===== config.mk =====
export PLATFORM = sky130hd
export DESIGN_NAME = h264_annexb_nal_splitter_core
export DESIGN_NICKNAME = d
export VERILOG_FILES = /design/src/nalsp_pkg.sv /design/src/nalsp_queue.sv /design/src/nalsp_front.sv /design/src/nalsp_back.sv /design/src/h264_annexb_nal_splitter_core.sv
export VERILOG_INCLUDE_DIRS = /design/src /design/src/src
export SDC_FILE = /design/constraint.sdc
export NUM_CORES = 1
export LEC_CHECK = 0
export ABC_AREA = 1
export BUFFER_PORTS_ARGS = -buffer_cell sky130_fd_sc_hd__buf_4
export CORE_MARGIN = 10
export CORE_UTILIZATION = 40
export CTS_CLUSTER_SIZE = 24
export DETAILED_ROUTE_END_ITERATION = 6
export GPL_TIMING_DRIVEN = 0
export SLEW_MARGIN = 20
export SYNTH_ARGS = -nofsm -noshare
export SYNTH_HDL_FRONTEND = slang
export SYNTH_HIERARCHICAL = 1
export SYNTH_SLANG_ARGS = --single-unit

===== constraint.sdc =====
create_clock -name clock -period 4.65 [get_ports clock]
set_clock_uncertainty 0.2 [all_clocks]
set_input_delay 0.93 -clock clock [delete_from_list [all_inputs] [get_ports clock]]
set_output_delay 0.93 -clock clock [all_outputs]
set_load 0.005 [all_outputs]

===== src/assert_macros.svh =====
// assertion helpers shared by the rtl
`ifndef ASSERT_MACROS_SVH
`define ASSERT_MACROS_SVH

// property must hold at every clock edge out of reset
`define ASSERT_CLK(label, prop, msg) \
   label: assert property (@(posedge clock) disable iff (reset) (prop)) else $error(msg);

// expression must never be true out of reset
`define ASSERT_NEVER(label, expr, msg) \
   label: assert property (@(posedge clock) disable iff (reset) !(expr)) else $error(msg);

`endif


===== src/nalsp_pkg.sv =====
package nalsp_pkg;

   typedef enum logic [1:0] {
      PH_SEARCH,
      PH_NAL,
      PH_STOP
   } phase_type;

   localparam logic [4:0] TYPE_SLICE = 5'h01;
   localparam logic [4:0] TYPE_IDR   = 5'h05;
   localparam logic [4:0] TYPE_SEI   = 5'h06;
   localparam logic [4:0] TYPE_SPS   = 5'h07;
   localparam logic [4:0] TYPE_PPS   = 5'h08;

   localparam logic [1:0] KIND_OTHER = 2'd0;
   localparam logic [1:0] KIND_SPS   = 2'd1;
   localparam logic [1:0] KIND_PPS   = 2'd2;
   localparam logic [1:0] KIND_SEI   = 2'd3;

   localparam logic [7:0] BYTE_ZERO = 8'h00;
   localparam logic [7:0] BYTE_ONE  = 8'h01;

   localparam int QUEUE_DEPTH = 4;

   // one input transaction worth of results: held zeros, the byte, an end marker
   typedef struct packed {
      logic [7:0] data;
      logic [1:0] nzero;
      logic       has_data;
      logic       has_end;
      logic       is_slice;
      logic       first;
      logic [4:0] nal_type;
   } desc_type;

   localparam int DESC_BITS = $bits(desc_type);

   function automatic logic [1:0] kind_of(input logic [4:0] t);
      logic [1:0] k;
      begin
         priority if (t == TYPE_SPS) k = KIND_SPS;
         else if (t == TYPE_PPS) k = KIND_PPS;
         else if (t == TYPE_SEI) k = KIND_SEI;
         else k = KIND_OTHER;
         return k;
      end
   endfunction

endpackage


===== src/nalsp_queue.sv =====
module nalsp_queue
   import nalsp_pkg::*;
#(
   parameter int WIDTH = 8
) (
   input  logic             clock,
   input  logic             reset,
   input  logic             in_valid,
   output logic             in_ready,
   input  logic [WIDTH-1:0] in_data,
   output logic             out_valid,
   input  logic             out_ready,
   output logic [WIDTH-1:0] out_data
);
`include "assert_macros.svh"

   localparam int PTR_BITS = $clog2(QUEUE_DEPTH);

   logic [WIDTH-1:0]    mem_ff [QUEUE_DEPTH];
   logic [PTR_BITS-1:0] wr_ff, wr_in;
   logic [PTR_BITS-1:0] rd_ff, rd_in;
   logic [PTR_BITS:0]   count_ff, count_in;
   logic                push, pop;

   assign in_ready  = count_ff < (PTR_BITS+1)'(QUEUE_DEPTH);
   assign out_valid = count_ff != '0;
   assign out_data  = mem_ff[rd_ff];
   assign push      = in_valid && in_ready;
   assign pop       = out_valid && out_ready;

   always_comb begin
      wr_in    = push ? wr_ff + 1'b1 : wr_ff;
      rd_in    = pop ? rd_ff + 1'b1 : rd_ff;
      count_in = count_ff + (PTR_BITS+1)'(push) - (PTR_BITS+1)'(pop);
   end

   always_ff @(posedge clock) begin
      if (reset) begin
         wr_ff    <= '0;
         rd_ff    <= '0;
         count_ff <= '0;
      end else begin
         wr_ff    <= wr_in;
         rd_ff    <= rd_in;
         count_ff <= count_in;
      end
   end

   always_ff @(posedge clock) begin
      if (push) begin
         mem_ff[wr_ff] <= in_data;
      end
   end

   `ASSERT_CLK(a_count_bound, count_ff <= (PTR_BITS+1)'(QUEUE_DEPTH), "queue count out of range")
   `ASSERT_CLK(a_count_track, push && !pop |=> count_ff == $past(count_ff) + 1'b1, "push lost")
   `ASSERT_CLK(a_ptr_gap, count_ff == '0 |-> wr_ff == rd_ff, "pointers apart while empty")

endmodule


===== src/nalsp_front.sv =====
module nalsp_front
   import nalsp_pkg::*;
#(
   parameter int LENGTH_BITS = 16
) (
   input  logic                   clock,
   input  logic                   reset,
   input  logic [7:0]             req_data_byte,
   input  logic                   req_last_byte,
   input  logic                   req_valid,
   output logic                   req_ready,
   output logic                   desc_valid,
   input  logic                   desc_ready,
   output desc_type               desc,
   output logic [LENGTH_BITS-1:0] desc_count
);

   phase_type              phase_ff, phase_in;
   logic [1:0]             zero_run_ff, zero_run_in;
   logic                   awaiting_ff, awaiting_in;
   logic [4:0]             type_ff, type_in;
   logic [LENGTH_BITS-1:0] count_ff, count_in;
   desc_type               desc_n;
   logic                   open_nal;
   logic [2:0]             npay;
   logic                   accept;

   function automatic logic [LENGTH_BITS-1:0] sat_add(input logic [LENGTH_BITS-1:0] a,
                                                      input logic [2:0] d);
      logic [LENGTH_BITS:0] s;
      begin
         s = {1'b0, a} + {{(LENGTH_BITS-2){1'b0}}, d};
         return s[LENGTH_BITS] ? {LENGTH_BITS{1'b1}} : s[LENGTH_BITS-1:0];
      end
   endfunction

   assign req_ready  = desc_ready;
   assign accept     = req_valid && req_ready;
   assign desc       = desc_n;
   assign desc_count = count_ff;
   assign desc_valid = req_valid && (desc_n.nzero != 2'd0 || desc_n.has_data ||
                                     desc_n.has_end || desc_n.is_slice);

   always_ff @(posedge clock) begin
      if (reset) begin
         phase_ff    <= PH_SEARCH;
         zero_run_ff <= '0;
         awaiting_ff <= 1'b0;
         type_ff     <= '0;
         count_ff    <= '0;
      end else if (accept) begin
         phase_ff    <= phase_in;
         zero_run_ff <= zero_run_in;
         awaiting_ff <= awaiting_in;
         type_ff     <= type_in;
         count_ff    <= count_in;
      end
   end

   always_comb begin
      phase_in    = phase_ff;
      zero_run_in = zero_run_ff;
      awaiting_in = awaiting_ff;
      type_in     = type_ff;
      open_nal    = 1'b0;
      desc_n      = '0;
      desc_n.data = req_data_byte;

      unique case (phase_ff)
         PH_SEARCH: begin
            priority if (req_data_byte == BYTE_ZERO) begin
               if (zero_run_ff < 2'd2) zero_run_in = zero_run_ff + 1'b1;
            end else if (req_data_byte == BYTE_ONE && zero_run_ff == 2'd2) begin
               open_nal = 1'b1;
            end else begin
               zero_run_in = '0;
            end
         end
         PH_NAL: begin
            priority if (req_data_byte == BYTE_ZERO && zero_run_ff < 2'd2) begin
               zero_run_in = zero_run_ff + 1'b1;
            end else if (zero_run_ff == 2'd2 && req_data_byte <= BYTE_ONE) begin
               desc_n.has_end = 1'b1;
               priority if (awaiting_ff) begin
                  phase_in    = PH_STOP;
                  zero_run_in = '0;
               end else if (req_data_byte == BYTE_ONE) begin
                  open_nal = 1'b1;
               end else begin
                  phase_in    = PH_SEARCH;
                  zero_run_in = 2'd2;
               end
            end else if (awaiting_ff && zero_run_ff == 2'd0 &&
                         (req_data_byte[4:0] == TYPE_SLICE ||
                          req_data_byte[4:0] == TYPE_IDR)) begin
               desc_n.is_slice = 1'b1;
               type_in         = req_data_byte[4:0];
               awaiting_in     = 1'b0;
               phase_in        = PH_STOP;
               zero_run_in     = '0;
            end else begin
               desc_n.nzero    = zero_run_ff;
               desc_n.has_data = 1'b1;
               desc_n.first    = awaiting_ff;
               if (awaiting_ff && zero_run_ff == 2'd0) type_in = req_data_byte[4:0];
               awaiting_in     = 1'b0;
               zero_run_in     = '0;
            end
         end
         default: begin
         end
      endcase

      if (open_nal) begin
         phase_in    = PH_NAL;
         zero_run_in = '0;
         awaiting_in = 1'b1;
      end

      if (req_last_byte) begin
         if (phase_in == PH_NAL) begin
            if (zero_run_in != 2'd0) begin
               desc_n.nzero = zero_run_in;
               desc_n.first = awaiting_in;
               awaiting_in  = 1'b0;
            end
            if (!awaiting_in) desc_n.has_end = 1'b1;
         end
         phase_in    = PH_SEARCH;
         zero_run_in = '0;
         awaiting_in = 1'b0;
      end

      desc_n.nal_type = type_in;
      if (open_nal) type_in = '0;

      npay     = {1'b0, desc_n.nzero} + {2'b00, desc_n.has_data};
      count_in = open_nal ? '0 : sat_add(count_ff, npay);
   end

endmodule


===== src/nalsp_back.sv =====
module nalsp_back
   import nalsp_pkg::*;
#(
   parameter int LENGTH_BITS = 16
) (
   input  logic                   clock,
   input  logic                   reset,
   input  logic                   desc_valid,
   output logic                   desc_ready,
   input  desc_type               desc,
   input  logic [LENGTH_BITS-1:0] desc_count,
   output logic [7:0]             rsp_nal_byte,
   output logic                   rsp_byte_valid,
   output logic [4:0]             rsp_nal_type,
   output logic [1:0]             rsp_nal_kind,
   output logic                   rsp_first_of_nal,
   output logic                   rsp_end_of_nal,
   output logic [15:0]            rsp_nal_length,
   output logic                   rsp_slice_found,
   output logic                   rsp_last_of_run,
   output logic                   rsp_valid,
   input  logic                   rsp_ready
);
`include "assert_macros.svh"

   logic [1:0]             idx_ff, idx_in;
   logic [LENGTH_BITS-1:0] count_ff, count_in;
   logic [LENGTH_BITS-1:0] base, incr;
   logic [2:0]             total, npay;
   logic                   is_pay, is_last, accept;

   function automatic logic [LENGTH_BITS-1:0] sat_add(input logic [LENGTH_BITS-1:0] a,
                                                      input logic [2:0] d);
      logic [LENGTH_BITS:0] s;
      begin
         s = {1'b0, a} + {{(LENGTH_BITS-2){1'b0}}, d};
         return s[LENGTH_BITS] ? {LENGTH_BITS{1'b1}} : s[LENGTH_BITS-1:0];
      end
   endfunction

   always_comb begin
      npay    = desc.is_slice ? 3'd0 : {1'b0, desc.nzero} + {2'b00, desc.has_data};
      total   = desc.is_slice ? 3'd1 : npay + {2'b00, desc.has_end};
      is_pay  = {1'b0, idx_ff} < npay;
      is_last = {1'b0, idx_ff} == total - 3'd1;
      base    = (idx_ff == 2'd0) ? desc_count : count_ff;
      incr    = sat_add(base, 3'd1);

      rsp_valid        = desc_valid;
      accept           = rsp_valid && rsp_ready;
      desc_ready       = rsp_ready && is_last;
      rsp_byte_valid   = is_pay;
      rsp_nal_byte     = (is_pay && idx_ff >= desc.nzero) ? desc.data : BYTE_ZERO;
      rsp_nal_type     = desc.nal_type;
      rsp_nal_kind     = kind_of(desc.nal_type);
      rsp_first_of_nal = is_pay && idx_ff == 2'd0 && desc.first;
      rsp_end_of_nal   = !desc.is_slice && !is_pay;
      rsp_slice_found  = desc.is_slice;
      rsp_last_of_run  = is_last;
      priority if (desc.is_slice) rsp_nal_length = '0;
      else if (is_pay) rsp_nal_length = 16'(incr);
      else rsp_nal_length = 16'(base);

      idx_in   = is_last ? 2'd0 : idx_ff + 1'b1;
      count_in = is_pay ? incr : base;
   end

   always_ff @(posedge clock) begin
      if (reset) begin
         idx_ff <= '0;
      end else if (accept) begin
         idx_ff <= idx_in;
      end
   end

   always_ff @(posedge clock) begin
      if (accept) begin
         count_ff <= count_in;
      end
   end

   `ASSERT_CLK(a_idx_range, desc_valid |-> {1'b0, idx_ff} < total, "result index past run")
   `ASSERT_CLK(a_slice_alone, desc_valid && desc.is_slice |-> idx_ff == 2'd0 && is_last, "slice not single")
   `ASSERT_CLK(a_stall_hold, desc_valid && !rsp_ready |=> $stable(idx_ff), "index moved on stall")
   `ASSERT_NEVER(a_idle_index, !desc_valid && idx_ff != 2'd0, "index left mid run")

endmodule


===== src/h264_annexb_nal_splitter_core.sv =====
// channel   direction  handshake              payload
// req       in         req_valid/req_ready    req_data_byte, req_last_byte
// rsp       out        rsp_valid/rsp_ready    nal_byte .. last_of_run, one result each
//
// one input byte is accepted per cycle while the result queue has room
// each byte yields zero to four results, delivered one per cycle by the back end while rsp_ready is high
// the sustained rate is set by the single result port
// synchronous active-high reset returns to start code search with an empty queue
// either side may stall; the four-entry queue decouples them
module h264_annexb_nal_splitter_core
   import nalsp_pkg::*;
#(
   parameter int LENGTH_BITS = 16
) (
   input  logic        clock,
   input  logic        reset,
   input  logic [7:0]  req_data_byte,
   input  logic        req_last_byte,
   input  logic        req_valid,
   output logic        req_ready,
   output logic [7:0]  rsp_nal_byte,
   output logic        rsp_byte_valid,
   output logic [4:0]  rsp_nal_type,
   output logic [1:0]  rsp_nal_kind,
   output logic        rsp_first_of_nal,
   output logic        rsp_end_of_nal,
   output logic [15:0] rsp_nal_length,
   output logic        rsp_slice_found,
   output logic        rsp_last_of_run,
   output logic        rsp_valid,
   input  logic        rsp_ready
);

   localparam int QW = DESC_BITS + LENGTH_BITS;

   desc_type               f_desc, b_desc;
   logic [LENGTH_BITS-1:0] f_count, b_count;
   logic                   f_valid, f_ready, b_valid, b_ready;
   logic [QW-1:0]          q_out;

   nalsp_front #(.LENGTH_BITS(LENGTH_BITS)) u_front (
      .clock         (clock),
      .reset         (reset),
      .req_data_byte (req_data_byte),
      .req_last_byte (req_last_byte),
      .req_valid     (req_valid),
      .req_ready     (req_ready),
      .desc_valid    (f_valid),
      .desc_ready    (f_ready),
      .desc          (f_desc),
      .desc_count    (f_count)
   );

   nalsp_queue #(.WIDTH(QW)) u_queue (
      .clock     (clock),
      .reset     (reset),
      .in_valid  (f_valid),
      .in_ready  (f_ready),
      .in_data   ({f_desc, f_count}),
      .out_valid (b_valid),
      .out_ready (b_ready),
      .out_data  (q_out)
   );

   assign b_desc  = desc_type'(q_out[QW-1:LENGTH_BITS]);
   assign b_count = q_out[LENGTH_BITS-1:0];

   nalsp_back #(.LENGTH_BITS(LENGTH_BITS)) u_back (
      .clock            (clock),
      .reset            (reset),
      .desc_valid       (b_valid),
      .desc_ready       (b_ready),
      .desc             (b_desc),
      .desc_count       (b_count),
      .rsp_nal_byte     (rsp_nal_byte),
      .rsp_byte_valid   (rsp_byte_valid),
      .rsp_nal_type     (rsp_nal_type),
      .rsp_nal_kind     (rsp_nal_kind),
      .rsp_first_of_nal (rsp_first_of_nal),
      .rsp_end_of_nal   (rsp_end_of_nal),
      .rsp_nal_length   (rsp_nal_length),
      .rsp_slice_found  (rsp_slice_found),
      .rsp_last_of_run  (rsp_last_of_run),
      .rsp_valid        (rsp_valid),
      .rsp_ready        (rsp_ready)
   );

endmodule

# [Word-level counts from Yosys, hierarchy flattened]
# Memories as Yosys holds them, arrays and structs flattened. A register that Yosys moved wholly into a read port is not among the register bits.
# Index checks and enable logic that the tools add are counted.
[word_totals] register_bits=51 memories=1 wordCells=139 out_inout_bits=38 ramBits=140
[mem_list] name="u_queue.mem_ff" words=4 word_bits=35 rd=1 rd_ports_with_merged_regs=1 wr=1 line="nalsp_queue.sv:19" rtl="logic [WIDTH-1:0] mem_ff [QUEUE_DEPTH];"
[op_classes] muxes=73 eq_ne=10 add_sub_neg=12 n_reduce_logical=28 order_cmp=5
[ops] cell="16-bit two-way mux" count=6
[ops] cell="2-bit two-way mux" count=27
[ops] cell="5-bit two-way mux" count=6
[ops] cell="1-bit two-way mux" count=25
[ops] cell="16-bit by 1-bit adder with 17-bit output, second input constant" count=1
[ops] cell="16-bit by 3-bit adder with 17-bit output" count=1
[ops] cell="5-bit by 3-bit == test with 1-bit output, second input constant" count=3
[ops] cell="1-bit logical AND" count=15
[ops] cell="3-bit two-way mux" count=4
[ops] cell="6-bit two-way mux" count=2
[ops] cell="2-bit by 1-bit adder with 2-bit output, second input constant" count=4
[ops] cell="8-bit by 1-bit == test with 1-bit output, second input constant" count=1
[ops] cell="8-bit by 1-bit <= comparator with 1-bit output, second input constant" count=1
[ops] cell="8-bit zero test" count=1
[ops] cell="8-bit two-way mux" count=1
[ops] cell="2-bit by 1-bit adder with 3-bit output" count=2
[ops] cell="3-bit by 1-bit adder with 3-bit output" count=2
[ops] cell="2-bit zero test" count=3
[ops] cell="5-bit by 1-bit == test with 1-bit output, second input constant" count=1
[ops] cell="5-bit by 4-bit == test with 1-bit output, second input constant" count=1
[ops] cell="2-bit by 1-bit == test with 1-bit output, second input constant" count=2
[ops] cell="1-bit logical OR" count=4
[ops] cell="2-bit one-hot mux with 2 select lines" count=1
[ops] cell="2-bit nonzero test" count=2
[ops] cell="other kinds (11)" count=12

# [Logic depth before layout (Yosys ltp)]
[depth] ltp_word=20 depth_mapped=25 ltp_nobuf=24

# [Modules after synthesis]
# Netlist, hierarchy kept.
[modules_own_cells] mod="nalsp_queue" instances=1 cells_per_inst=399 area_per_inst_um2=5639.2
[modules_own_cells] mod="nalsp_front" instances=1 cells_per_inst=304 area_per_inst_um2=2005.7
[modules_own_cells] mod="nalsp_back" instances=1 cells_per_inst=326 area_per_inst_um2=1998.2

# [Least setup slack after synthesis]
# OpenSTA, ideal clock, no wires.
[synth_path] kind="in2reg" startpoint="in req_data_byte[7]" endpoint="mem u_queue/mem_ff[0][0] in the netlist's numbering (enable)" setup_slack_ps=382 required_time_ps=4023 stages=13 arrival_time_ps=3641 setup_time_ps=427 n_path_buf=0 path_cell_list="nor2_1 nand2_2 nor2_4 nand2_1 nand2_2 nand3_1 nand3b_1 nand2_2 nor2_4 nand2_2 a21oi_2 nand2_2 nor2_1"
[synth_between] elab_chain_len=20
[synth_lines] element="start: declaration" line="h264_annexb_nal_splitter_core.sv:17" rtl="input logic [7:0] req_data_byte,"
[synth_lines] element="branches (longest 15 deep; another with 8-bit by 1-bit <= comparator with 1-bit output)"
[synth_lines] element="1-bit logical OR (*)" line="nalsp_front.sv:42" rtl="desc_n.has_end || desc_n.is_slice);"
[synth_lines] element="1-bit logical AND (*)" line="nalsp_front.sv:41" rtl="assign desc_valid = req_valid && (desc_n.nzero != 2'd0 || desc_n.has_data ||"
[synth_lines] element="named net f_valid" line="h264_annexb_nal_splitter_core.sv:38" rtl="logic f_valid, f_ready, b_valid, b_ready;"
[synth_lines] element="1-bit logical AND (*)" line="nalsp_queue.sv:28" rtl="assign push = in_valid && in_ready;"
[synth_lines] element="1-bit two-way mux (*)" line="nalsp_queue.sv:50" rtl="if (push) begin"
[synth_lines] element="1-bit two-way mux (implied by the code) (*)" line="nalsp_queue.sv:51" rtl="mem_ff[wr_ff] <= in_data;"
[synth_lines] element="end: declaration" line="nalsp_queue.sv:19"
# Mark *: on every way through the listed nets, which the timed path passes. The select of a mux whose other input is x is not followed.

==> impl_metrics.py <==
metrics = {
    "clocking": {
        "worstSkewPairLatency_ns": 0.44,
        "cts_sinks": 193,
        "tritoncts": "done",
        "cts_hold_buffers": 0,
        "clk_pin_slew_ns": 0.08,
        "clockBufferDepth": 2,
        "root_buffer": "clkbuf_16",
        "cts-htree-levels": 4,
        "cts_buffers": 17,
    },
    "detailed_routing": {
        "routed_wl_um": 23300,
        "wl_met1_um": 10600,
        "route.met2.wl_um": 11000,
        "top_layer_used": "met4",
        "drtIter0Drc": 647,
        "drtPass1Iterations": 5,
        "drt-vias-per-instance": 5.03,
        "wl_per_cell_um": 16.2,
        "vias": 7221,
        "drcViolationCount": 0,
        "route.antenna.remaining_nets": 0,
        "dr_wl_met3_um": 1170,
    },
    "critical_path": {
        "cp_cell_sequence": "buf_6 -> clkbuf_4 -> nor2_1 -> o22ai_2 -> ha_1 -> ha_1 -> nand2_1 -> ha_1 -> a21boi_1 -> nand2_1 -> nand2_4 -> clkbuf_16 -> o21ai_0 -> o21ai_0 -> a21oi_1 -> buf_4",
        "crit_arrival_ns": 3.36,
        "cpPeakStageDelay_ns": 0.31,
        "critPathRequiredTime_ns": 3.52,
        "reg2reg_depth": 21,
        "critPathKind": "reg2out",
        "end_kind": "output pin",
        "critPathMaxFanout": 10,
        "startpoint_type": "flop",
        "crit_top_cell": "ha_1",
        "slowest_stage": "dfxtp_1",
    },
    "final_layout": {
        "drive_gt1_frac": 0.197,
        "final_util": 0.478,
        "seqCellArea_mm2": 0.00543,
        "final_area_mm2": 0.0113,
        "nNetsFinal": 1139,
        "antenna_cells": 0,
        "fillCellCount": 2240,
        "area_growth_pct": 16.9,
        "multi_input_area_mm2": 0.00356,
    },
    "pwr": {
        "power_leakage_uw": 0.00449,
        "powerDensity_mw_per_mm2": 524,
        "power_uw": 5910,
        "peakVddDrop_uv": 753,
    },
    "worst_hold_path": {
        "hp-start": "u_front/type_ff[1]",
        "min_path_type": "reg2reg",
        "hold_depth": 2,
    },
    "floorplanning": {
        "die_y_um": 175,
        "die_w_um": 175,
        "core_mm2": 0.0236,
        "rows": 56,
        "pin_count": 51,
        "start_util": 0.408,
        "dieArea_mm2": 0.0307,
    },
    "logic_synthesis": {
        "ys_types": 43,
        "postSynthAreaPerCell_um2": 9.37,
        "yosysSeqAreaShare": 0.563,
        "synth_top_area_share": 0.486,
        "netlist_area_mm2": 0.00964,
        "yosys_warnings": 6,
        "synth_ff_type": "edfxtp_1",
        "synth_cells": 1029,
        "synthTopCellsByArea": "edfxtp_1 (49%), dfxtp_1 (7.7%), nand2_1 (7.7%)",
        "yosys.area.top_type": "edfxtp_1",
        "async_reset_ff_frac": 0,
        "synth-seq-cells": 193,
        "synth_edf_count": 156,
        "synth_common_cells": "nand2_1 (197), edfxtp_1 (156), nor2_1 (147)",
        "synth_nets": 1064,
        "yosysMostFrequentCell": "nand2_1",
    },
    "place": {
        "gp_congestion": 0.868,
        "hpwl_um": 16500,
        "place_area_mm2": 0.0105,
        "port-buffer-count": 50,
    },
    "sta": {
        "clock.fmax_mhz": 223,
        "hold_viol_final": 0,
        "finalMaxSlewViolations": 0,
        "grt_setup_unrepaired": "no",
        "relSlewSlack": 0.547,
        "setup_viol": 0,
        "worstMarginPinSlew_ns": 0.672,
        "whs_ns": 0.270,
        "fin_crit_sh": 0.965,
        "period_needed_ns": 4.49,
    },
    "run": {
        "max-cap-violations": 0,
    },
    "grt": {
        "grtUsageTotal": 0.152,
        "grt_max_degree": 24,
        "grt_pass1_vias": 6917,
        "grt_first_pass_wirelength_um": 36900,
        "antenna_found_initial": 0,
        "grt_overflow": 0,
    },
    "status": {
        "status": "finished clean",
    },
}
[per-layer routing]
metal | track usage | vias up
li1 | - | 3604
met1 | 0.197 | 3409
met3 | 0.0302 | 27
met4 | 0.0526 | 0
met5 | 0 | -
met2 | 0.248 | 181
[cell type report]
| type | count | area share |
|---|---|---|
| Multi-Input combinational cell | 673 | 0.315 |
| Inverter | 109 | 0.0375 |
| Tap cell | 319 | 0.0354 |
| Timing Repair Buffer | 57 | 0.0446 |
| Clock inverter | 15 | 0.0139 |
| Sequential cell | 193 | 0.481 |
| Clock buffer | 17 | 0.0377 |
| Buffer | 53 | 0.0341 |
[flip-flops by register name (all words and copies together) (netlist names), named ones only]
| register | flops |
|---|---|
| u_back/count_ff | 16 |
| u_back/idx_ff | 2 |
| u_front/awaiting_ff | 1 |
| u_front/desc_count | 16 |
| u_front/phase_ff | 2 |
| u_front/type_ff | 5 |
| u_front/zero_run_ff | 2 |
| u_queue/count_ff | 3 |
| u_queue/mem_ff | 140 |
| u_queue/rd_ff | 2 |
| u_queue/wr_ff | 2 |
[stage by stage]
stage	TNS [ns]	cells	setup slack [ns]
6_report	0	1436	0.160
3_5_place_dp	-2.41	1402	-0.292
2_1_floorplan	0	1029	0.382
3_3_place_gp	-191.71	1398	-1.50
4_1_cts	0	1433	0.0101
5_1_grt	0	1436	0.00221
[repair_timing]
action                                  4_1_cts  5_1_grt
gates resized for setup                      11       28
endpoints found under the setup margin       30       17
cloned                                        0        1
setup buffers                                 0        2
pin swaps                                     0        5
[power breakdown]
group	total, uW	switching (uW)	internal, uW
sequential	2000	13.7	1990
clock	1430	709	720
combinational	2480	1430	1040
total	5910	2160	3750
[cell families after synthesis]
| group | count (synthesis) | synth area share |
|---|---|---|
| XOR/XNOR | 9 | 0.00817 |
| adder cells (fa/ha/maj) | 22 | 0.0309 |
| AO/OA/AOI/OAI | 208 | 0.120 |
| buffers and inverters | 163 | 0.0799 |
| AND/OR/NAND/NOR | 434 | 0.199 |
| flip-flops | 193 | 0.563 |
[cell usage in the layout, fill, tap and decap left out, types with 5 or more instances in the layout]
master	instances
o21ai_2	13
nand2_1	196
clkbuf_1	5
xor2_1	8
inv_6	7
o22ai_1	34
buf_4	75
a21oi_2	5
nor3_1	5
o21ai_0	79
nand3b_1	5
ha_1	19
inv_2	6
nor2_4	13
nand2_2	16
inv_1	99
nand4_1	6
dfxtp_1	36
nor2_1	137
clkbuf_16	18
edfxtp_1	156
o21ai_1	27
buf_6	9
nor2_2	11
nand3_1	30
a21oi_1	40
buf_2	13
[critical path, delay by kind of cell, from the launching register on]
kind	cells	cell delay [ns]
adders and majority gates	3	0.76
AOI/OAI and AO/OA	5	0.78
DFF	1	0.31
and+or+nand+nor	4	0.45
buffers and inverters	4	0.64
[final timing paths]
path | slack (ns) | endpoint
min | 0.27 | u_front/type_ff[1]
max reg2reg | 0.39 | u_queue/count_ff[1]
max | 0.16 | rsp_nal_length[3]
min reg2reg | 0.27 | u_front/type_ff[1]
Note: power is estimated with default switching activity, not from simulation.
